**config.mk**
```make
export PLATFORM = sky130hd
export DESIGN_NAME = dual_down_counter_timer_core
export DESIGN_NICKNAME = d
export VERILOG_FILES = /design/src/rtl/ddct_pkg.sv /design/src/rtl/dual_down_counter_timer_core.sv
export SDC_FILE = /design/constraint.sdc
export NUM_CORES = 1
export LEC_CHECK = 0
export CORE_MARGIN = 4
export CORE_UTILIZATION = 54
export DETAILED_ROUTE_END_ITERATION = 12
export DONT_BUFFER_PORTS = 1
export GPL_TIMING_DRIVEN = 0
export MAX_ROUTING_LAYER = met4
export PLACE_DENSITY = 0.79
export SLEW_MARGIN = 20
export SYNTH_ARGS = -nofsm -noshare
export SYNTH_HDL_FRONTEND = slang
export SYNTH_SLANG_ARGS = --single-unit
```
**constraint.sdc**
```tcl
create_clock -name clk -period 9.2 [get_ports clk]
set_input_delay 1.84 -clock clk [delete_from_list [all_inputs] [get_ports clk]]
set_output_delay 1.84 -clock clk [all_outputs]
set_load 0.02 [all_outputs]
```
**src/rtl/ddct_pkg.sv**
```systemverilog
// Package for the dual down-counter timer core.
// Holds opcodes, register word codes, control bit positions and mask helpers.
// No dependencies.
package ddct_pkg;

  localparam int NUM_TIMERS = 2;

  localparam int DATA_W = 32;
  localparam int CTRL_W = 8;
  localparam int PRE_W  = 8;

  typedef enum logic [1:0] {
    OP_READ  = 2'd0,
    OP_WRITE = 2'd1,
    OP_TICK  = 2'd2,
    OP_NONE  = 2'd3
  } op_t;

  typedef enum logic [2:0] {
    W_LOAD   = 3'd0,
    W_VALUE  = 3'd1,
    W_CTRL   = 3'd2,
    W_INTCLR = 3'd3,
    W_RIS    = 3'd4,
    W_MIS    = 3'd5,
    W_BGLOAD = 3'd6,
    W_NONE   = 3'd7
  } word_t;

  localparam int CTL_ENABLE   = 7;
  localparam int CTL_PERIODIC = 6;
  localparam int CTL_IE       = 5;
  localparam int CTL_RSVD     = 4;
  localparam int CTL_SIZE32   = 1;
  localparam int CTL_ONESHOT  = 0;

  localparam logic [CTRL_W-1:0] CTL_STORED = 8'hEF;
  localparam logic [CTRL_W-1:0] CTL_RESET  = 8'h20;

  typedef logic [DATA_W-1:0] word_data_t;
  typedef logic [CTRL_W-1:0] ctrl_t;
  typedef logic [PRE_W-1:0]  pre_t;

  function automatic word_data_t size_mask(input ctrl_t ctrl);
    return ctrl[CTL_SIZE32] ? 32'hFFFF_FFFF : 32'h0000_FFFF;
  endfunction

  function automatic pre_t divider_mask(input ctrl_t ctrl);
    pre_t dm;
    case (ctrl[3:2])
      2'd0:    dm = 8'd0;
      2'd1:    dm = 8'd15;
      default: dm = 8'd255;
    endcase
    return dm;
  endfunction

endpackage

```
**src/rtl/dual_down_counter_timer_core.sv**
```systemverilog
// Top level of the dual down-counter timer core: register window, counters
// and a two-entry result buffer. Depends on ddct_pkg.
//
//   channel | ports                                   | direction
//   in      | in_valid in_ready in_op in_word_addr     | beat in
//           | in_write_data                            |
//   out     | out_valid out_ready out_read_data        | beat out
//           | out_irq_zero out_irq_one                 |
//
// One beat per cycle while in_ready is high: each accepted beat updates
// timer state and writes its result into the output buffer in the same
// cycle. A two-entry buffer lets a new beat in while one result waits.
// in_ready drops only when both entries are full. Reset (rst_n,
// synchronous) restores all timer registers and empties the buffer.
module dual_down_counter_timer_core (
  input  logic                       clk,
  input  logic                       rst_n,
  input  logic                       in_valid,
  output logic                       in_ready,
  input  logic [1:0]                 in_op,
  input  logic [3:0]                 in_word_addr,
  input  logic [ddct_pkg::DATA_W-1:0] in_write_data,
  output logic                       out_valid,
  input  logic                       out_ready,
  output logic [ddct_pkg::DATA_W-1:0] out_read_data,
  output logic                       out_irq_zero,
  output logic                       out_irq_one
);
  import ddct_pkg::*;

  word_data_t load_r  [NUM_TIMERS];
  word_data_t load_nxt[NUM_TIMERS];
  word_data_t cnt_r   [NUM_TIMERS];
  word_data_t cnt_nxt [NUM_TIMERS];
  ctrl_t      ctrl_r  [NUM_TIMERS];
  ctrl_t      ctrl_nxt[NUM_TIMERS];
  logic       raw_r   [NUM_TIMERS];
  logic       raw_nxt [NUM_TIMERS];
  pre_t       pre_r   [NUM_TIMERS];
  pre_t       pre_nxt [NUM_TIMERS];

  word_data_t cnt_m   [NUM_TIMERS];
  word_data_t sz_m    [NUM_TIMERS];
  pre_t       div_m   [NUM_TIMERS];

  word_data_t rd_nxt;
  logic [1:0] irq_nxt;

  logic       out_valid_r, skid_valid_r;
  word_data_t out_rd_r, skid_rd_r;
  logic [1:0] out_irq_r, skid_irq_r;

  logic  acc, pop;
  op_t   op;
  word_t wsel;

  assign op       = op_t'(in_op);
  assign wsel     = word_t'(in_word_addr[2:0]);
  assign in_ready = !skid_valid_r;
  assign acc      = in_valid && in_ready;
  assign pop      = out_valid_r && out_ready;

  always_comb begin
    rd_nxt  = '0;
    irq_nxt = '0;
    for (int t = 0; t < NUM_TIMERS; t++) begin
      load_nxt[t] = load_r[t];
      cnt_nxt[t]  = cnt_r[t];
      ctrl_nxt[t] = ctrl_r[t];
      raw_nxt[t]  = raw_r[t];
      pre_nxt[t]  = pre_r[t];
      sz_m[t]     = size_mask(ctrl_r[t]);
      div_m[t]    = divider_mask(ctrl_r[t]);
      cnt_m[t]    = cnt_r[t] & sz_m[t];

      if (acc && op == OP_READ && in_word_addr[3] == 1'(t)) begin
        case (wsel)
          W_LOAD:   rd_nxt = load_r[t];
          W_VALUE:  rd_nxt = cnt_m[t];
          W_CTRL:   rd_nxt = {24'd0, ctrl_r[t]};
          W_RIS:    rd_nxt = {31'd0, raw_r[t]};
          W_MIS:    rd_nxt = {31'd0, raw_r[t] & ctrl_r[t][CTL_IE]};
          W_BGLOAD: rd_nxt = load_r[t];
          default:  rd_nxt = '0;
        endcase
      end

      if (acc && op == OP_WRITE && in_word_addr[3] == 1'(t)) begin
        case (wsel)
          W_LOAD: begin
            load_nxt[t] = in_write_data;
            cnt_nxt[t]  = in_write_data;
          end
          W_CTRL:   ctrl_nxt[t] = in_write_data[CTRL_W-1:0] & CTL_STORED;
          W_INTCLR: raw_nxt[t]  = 1'b0;
          W_BGLOAD: load_nxt[t] = in_write_data;
          default: ;
        endcase
      end

      if (acc && op == OP_TICK && ctrl_r[t][CTL_ENABLE]) begin
        if ((pre_r[t] & div_m[t]) == div_m[t]) begin
          pre_nxt[t] = '0;
          if (cnt_m[t] == '0) begin
            if (ctrl_r[t][CTL_ONESHOT]) begin
              cnt_nxt[t] = '0;
            end else if (ctrl_r[t][CTL_PERIODIC]) begin
              cnt_nxt[t] = load_r[t] & sz_m[t];
              if ((load_r[t] & sz_m[t]) == '0) raw_nxt[t] = 1'b1;
            end else begin
              cnt_nxt[t] = sz_m[t];
            end
          end else begin
            cnt_nxt[t] = cnt_m[t] - 32'd1;
            if (cnt_m[t] == 32'd1) raw_nxt[t] = 1'b1;
          end
        end else begin
          pre_nxt[t] = pre_r[t] + 8'd1;
        end
      end

      irq_nxt[t] = ctrl_nxt[t][CTL_IE] & raw_nxt[t];
    end
  end

  always_ff @(posedge clk) begin
    if (!rst_n) begin
      for (int t = 0; t < NUM_TIMERS; t++) begin
        load_r[t] <= '0;
        cnt_r[t]  <= '1;
        ctrl_r[t] <= CTL_RESET;
        raw_r[t]  <= 1'b0;
        pre_r[t]  <= '0;
      end
    end else begin
      for (int t = 0; t < NUM_TIMERS; t++) begin
        load_r[t] <= load_nxt[t];
        cnt_r[t]  <= cnt_nxt[t];
        ctrl_r[t] <= ctrl_nxt[t];
        raw_r[t]  <= raw_nxt[t];
        pre_r[t]  <= pre_nxt[t];
      end
    end
  end

  // two-entry result buffer
  always_ff @(posedge clk) begin
    if (!rst_n) begin
      out_valid_r  <= 1'b0;
      skid_valid_r <= 1'b0;
    end else if (pop) begin
      if (skid_valid_r) begin
        out_rd_r     <= skid_rd_r;
        out_irq_r    <= skid_irq_r;
        skid_valid_r <= 1'b0;
      end else begin
        out_valid_r <= acc;
        if (acc) begin
          out_rd_r  <= rd_nxt;
          out_irq_r <= irq_nxt;
        end
      end
    end else if (acc) begin
      if (!out_valid_r) begin
        out_valid_r <= 1'b1;
        out_rd_r    <= rd_nxt;
        out_irq_r   <= irq_nxt;
      end else begin
        skid_valid_r <= 1'b1;
        skid_rd_r    <= rd_nxt;
        skid_irq_r   <= irq_nxt;
      end
    end
  end

  assign out_valid     = out_valid_r;
  assign out_read_data = out_rd_r;
  assign out_irq_zero  = out_irq_r[0];
  assign out_irq_one   = out_irq_r[1];

  a_skid_needs_out: assert property (@(posedge clk) disable iff (!rst_n)
    skid_valid_r |-> out_valid_r)
    else $error("skid entry held without head entry");

  a_rsvd_zero: assert property (@(posedge clk) disable iff (!rst_n)
    ctrl_r[0][CTL_RSVD] == 1'b0)
    else $error("reserved control bit set");

  a_disabled_holds: assert property (@(posedge clk) disable iff (!rst_n)
    (acc && in_op == OP_TICK && !ctrl_r[0][CTL_ENABLE]) |=>
      ($stable(cnt_r[0]) && $stable(pre_r[0])))
    else $error("disabled timer moved on tick");

  a_reset_empty: assert property (@(posedge clk)
    !rst_n |=> (!out_valid_r && !skid_valid_r))
    else $error("result buffer not empty after reset");

  a_full_no_accept: assert property (@(posedge clk) disable iff (!rst_n)
    (skid_valid_r && !pop) |=> skid_valid_r)
    else $error("skid entry lost without drain");

endmodule
```
Word-level counts from Yosys, hierarchy flattened
Memories as Yosys holds them, arrays and structs flattened.
Index checks and enable logic that the tools add are counted.
{ "classes": {"eq_ne": 16, "add_sub_neg": 4, "n_bitwise": 23, "reduce_logical": 28, "muxes": 77} }
{ "op_table": {"columns": ["cell", "count"], "rows": [
  ["2-to-1 mux 32 bit", 31],
  ["one-hot mux 32 bit (5 select lines)", 2],
  ["AND 32 bit", 4],
  ["logical NOT 32 bit", 4],
  ["2-to-1 mux 8 bit", 12],
  ["== test 32 x 1 -> 1 bit, second input constant", 2],
  ["subtractor 32 x 1 -> 32 bit, second input constant", 2],
  ["one-hot mux 8 bit (2 select lines)", 2],
  ["2-to-1 mux 1 bit", 25],
  ["adder 8 x 1 -> 8 bit, second input constant", 2],
  ["AND 8 bit", 2],
  ["== test 8 bit", 2],
  ["logical AND 1 bit", 11],
  ["2-to-1 mux 2 bit", 5],
  ["OR 1 bit", 10],
  ["== test 3 bit, second input constant", 3],
  ["AND reduction 4 bit", 2],
  ["== test 2 x 1 -> 1 bit, second input constant", 3],
  ["== test 3 x 2 -> 1 bit, second input constant", 2],
  ["logical NOT 2 bit", 3],
  ["AND 1 bit", 4],
  ["AND reduction 2 bit", 2],
  ["nonzero test 2 bit", 2],
  ["OR reduction 2 bit", 2],
  ["other kinds (7)", 9]
]} }
{ "totals": {"output_inout_bits": 36, "n_memories": 5, "ramBits": 162, "in_bits": 42, "regBits": 70} }
{ "memory_table": {"columns": ["name", "words", "width", "rd", "rd_clocked_by_memory_dff", "write_ports", "line", "rtl"], "rows": [
  ["cnt_r", 2, 32, 2, 0, 2, "dual_down_counter_timer_core.sv:33", "word_data_t cnt_r [NUM_TIMERS];"],
  ["load_r", 2, 32, 2, 0, 2, "dual_down_counter_timer_core.sv:31", "word_data_t load_r [NUM_TIMERS];"],
  ["ctrl_r", 2, 8, 2, 0, 2, "dual_down_counter_timer_core.sv:35", "ctrl_t ctrl_r [NUM_TIMERS];"],
  ["pre_r", 2, 8, 2, 0, 2, "dual_down_counter_timer_core.sv:39", "pre_t pre_r [NUM_TIMERS];"],
  ["raw_r", 2, 1, 2, 0, 2, "dual_down_counter_timer_core.sv:37", "logic raw_r [NUM_TIMERS];"]
]} }

Depth between registers and ports, before layout
{ "depth": {"ltp_word": 15, "ltp_mapped": 9, "depth_no_buf": 7} }

Worst setup path after synthesis
Ideal clock, no wire load.
{ "synth_path": {"path_kind": "input to register", "startpoint": "input port rst_n", "endpoint": "register skid_irq_r[0], enable pin", "path_slack_ns": 3.171, "path_buffers": 1, "setup_time_ns": 0.514, "arrival_time_ns": 5.516, "path_stages": 3, "path_cell_list": "clkinv_1 clkbuf_1 nor4_1"} }
{ "synth_between": {"elab_chain_len": 1} }
{ "synth_rtl": {"columns": ["item", "line", "rtl"], "rows": [
  ["start: declaration", "dual_down_counter_timer_core.sv:17", "input logic rst_n,"],
  ["AND reduction 4 bit (no line)", null, null],
  ["end signal: assignment", "dual_down_counter_timer_core.sv:171", "skid_irq_r <= irq_nxt;"],
  ["end: declaration", "dual_down_counter_timer_core.sv:51", "logic [1:0] out_irq_r, skid_irq_r;"]
]} }
Every way passes these cells.
A chain may end at the register's enable or synchronous reset.

==> impl_metrics.ini <==
[critical_path]
crit_required_ns = 9.66
cp.depth = 7
rrSetupSlack_ns = 5.88
r2r_end = cnt_r[0][29]
cp_num_buf_inv = 2
cp_cell_sequence = nor4bb_1, clkbuf_1, o211ai_1, o21ai_1, clkbuf_1, nor2_1, a31oi_1
critical-path-top-delay-family = compound AO/OA/AOI/OAI gates
critPathMaxStageDelay_ns = 0.69
cp_slowest_cell = o21ai_1
cp-end-kind = register
cp-start-kind = input pin
critPathKind = input pin to register
critPathArrivalTime_ns = 4.67
crit_path_frequent_cell = clkbuf_1
timing.rr.start = skid_valid_r
cp-startpoint = in_op[1]
ff2ff_path_depth = 7
critical_path.max_fanout = 10
crit_end = cnt_r[0][29]

[cts]
clk_path_buf_depth = 3
cts_buffers = 26
cts_tree = yes
post_cts_resized = 0
path_clk_slew_ns = 0.06
hold_buffers = 0
clk_latency_ns = 0.54
cts_root_buf = clkbuf_16
cts_setup_buffers = 0
cts.sinks = 230
htree_levels = 1

[yosys]
yosysWarnings = 0
synth_top_flop_cell = dfxtp_1
yosysSeqAreaShare = 0.403
yosys.area.top_type = dfxtp_1
avgSynthCellArea_um2 = 8.66
synth_seq_cells = 230
synth_area_leaders = dfxtp_1, edfxtp_1, nand2_1
synth_top_cell_area_share = 0.247
synthCells = 1514
syn-cell-area_um2 = 13100
async_flop_share = 0
syn_nets = 1564
yosys.cell_types.count = 89
synth_most_common_cell = nand2_1
yosys-top-cells-count = nand2_1, dfxtp_1, clkbuf_1, nor2_1, a21oi_1
synth_edf_count = 68

[finish]
fin_cells = 1888
syn2layout_area_growth_pct = 11.1
fin_util = 0.615
fillCellCount = 2120
multi_input_area_um2 = 7190
drive_above_1_share = 0.0784
register_area_um2 = 5290
nNetsFinal = 1598

[floorplanning]
coreArea_um2 = 23700
die_h_um = 164
die_w_um = 164
num_rows = 56
io_pins = 78
die_area_um2 = 26800
start_util = 0.554

[global_routing]
grt_first_pass_wirelength_um = 73000
grt_usage = 0.362
antenna_found_initial = 0
grt_max_degree = 19
grt-ovfl-total = 0
grt_pass1_vias = 12100

[flow_run]
cap_violations = 0

[timing]
setup_ws_ns = 4.99
hold_viol = 0
min_period_ns = 4.21
fmax_ghz = 0.238
period_share = 0.458
setup_violations = 0
worstMarginPinSlew_ns = 0.942
skew_ns = 0.0159
setup-tns-final_ns = 0
rsz0062_at_grt = no
slew_headroom = 0.366
slew_violations = 0

[power]
p_leak_nw = 5.24
power_w = 0.00237
p_per_area_nw_per_um2 = 163
p_clk_frac = 0.502
power.internal_w = 0.00183
p_comb_frac = 0.045
switchingPower_w = 0.000536
peakVddDrop_mv = 0.183
seqPwrFrac = 0.454
sw_frac_of_total = 0.226

[detailed_routing]
vias = 13200
first_pass_iters = 7
routed_wl_um = 48100
avgRoutedWirePerCell_um = 25.5
ant_nets = 0
drc = 0
post_drt_via_cell_ratio = 7.00
drt_iter0_markers = 1983

[status]
status = finished, final reports clean

[placement]
dp_slack_ns = 4.62
gp_congestion = 1.02
port_buffers = 0
place_inst = 1839
dp_hpwl_um = 36500

[min_path]
hp-class = register to register
hold_start = pre_r[0][7]
==> placed cells by master, fill, tap and decap left out, drive strengths merged, types with 35 or more instances in the layout <==
master  instances
nor2           93
nor4           35
a221oi         38
clkbuf        131
o21ai          84
nor3           39
mux2i          73
nand2         242
buf            35
dfxtp         162
edfxtp         68
a21oi          90
==> metrics by stage <==
step	cell area [um^2]	hold WS [ns]
after global routing	14600	0.504
final	14600	0.472
after CTS	14600	0.474
after floorplan	13100	0.436
after global placement	13500	0.452
after detailed placement	13600	0.460
==> worst min path at each step <==
stage	end	slack (ns)	cells past startpoint
2_1_floorplan	pre_r[0][15]	0.44	2
3_3_place_gp	pre_r[0][15]	0.45	2
3_5_place_dp	pre_r[0][7]	0.46	1
4_1_cts	pre_r[0][7]	0.47	1
5_1_grt	pre_r[0][7]	0.50	1
6_report	pre_r[0][7]	0.47	1
==> power by group through the flow <==
stage	sequential [W]	combinational, W	clock, W
4_1_cts	0.00107	0.000101	0.00119
3_5_place_dp	0.00110	0.000100	0
2_1_floorplan	0.00109	0.0000651	0
6_report	0.00107	0.000106	0.00119
3_3_place_gp	0.00110	0.0000954	0
5_1_grt	0.00107	0.000112	0.00123
==> per-layer routing <==
layer	global-route usage	wire (um)	vias up	share of wire
met4	0.143	2690	0	0.056
met1	0.471	18300	6187	0.38
met5	-	0	-	0
met3	0.0966	6630	224	0.14
met2	0.541	20500	1023	0.43
li1	-	-	5783	-
==> logic make-up after synthesis <==
logic type	count (synthesis)	share of synthesized area
xor gates and xnor gates	34	0.0227
buffers and inverters	153	0.0496
adders and majority gates	8	0.00764
muxes	86	0.0669
DFF	230	0.403
AOI/OAI and AO/OA	447	0.240
and+or+nand+nor	556	0.210
==> registers in the layout (all words and copies together) (netlist names) <==
| signal | cells |
|---|---|
| out_valid | 1 |
| load_r | 64 |
| skid_valid_r | 1 |
| skid_irq_r | 2 |
| cnt_r | 64 |
| ctrl_r | 14 |
| out_irq_r | 2 |
| skid_rd_r | 32 |
| pre_r | 16 |
| raw_r | 2 |
| out_read_data | 32 |
==> layout make-up <==
cell class              instances  area share
well taps                     319      0.0274
inverters                      24     0.00619
multi-input cells            1131       0.494
plain buffers                 129      0.0385
diodes                          1    0.000172
repair buffers                  6     0.00292
clock inverters                17      0.0193
clock buffers                  31      0.0488
flip-flops and latches        230       0.363
No activity file was read; power rests on OpenSTA's default activity.
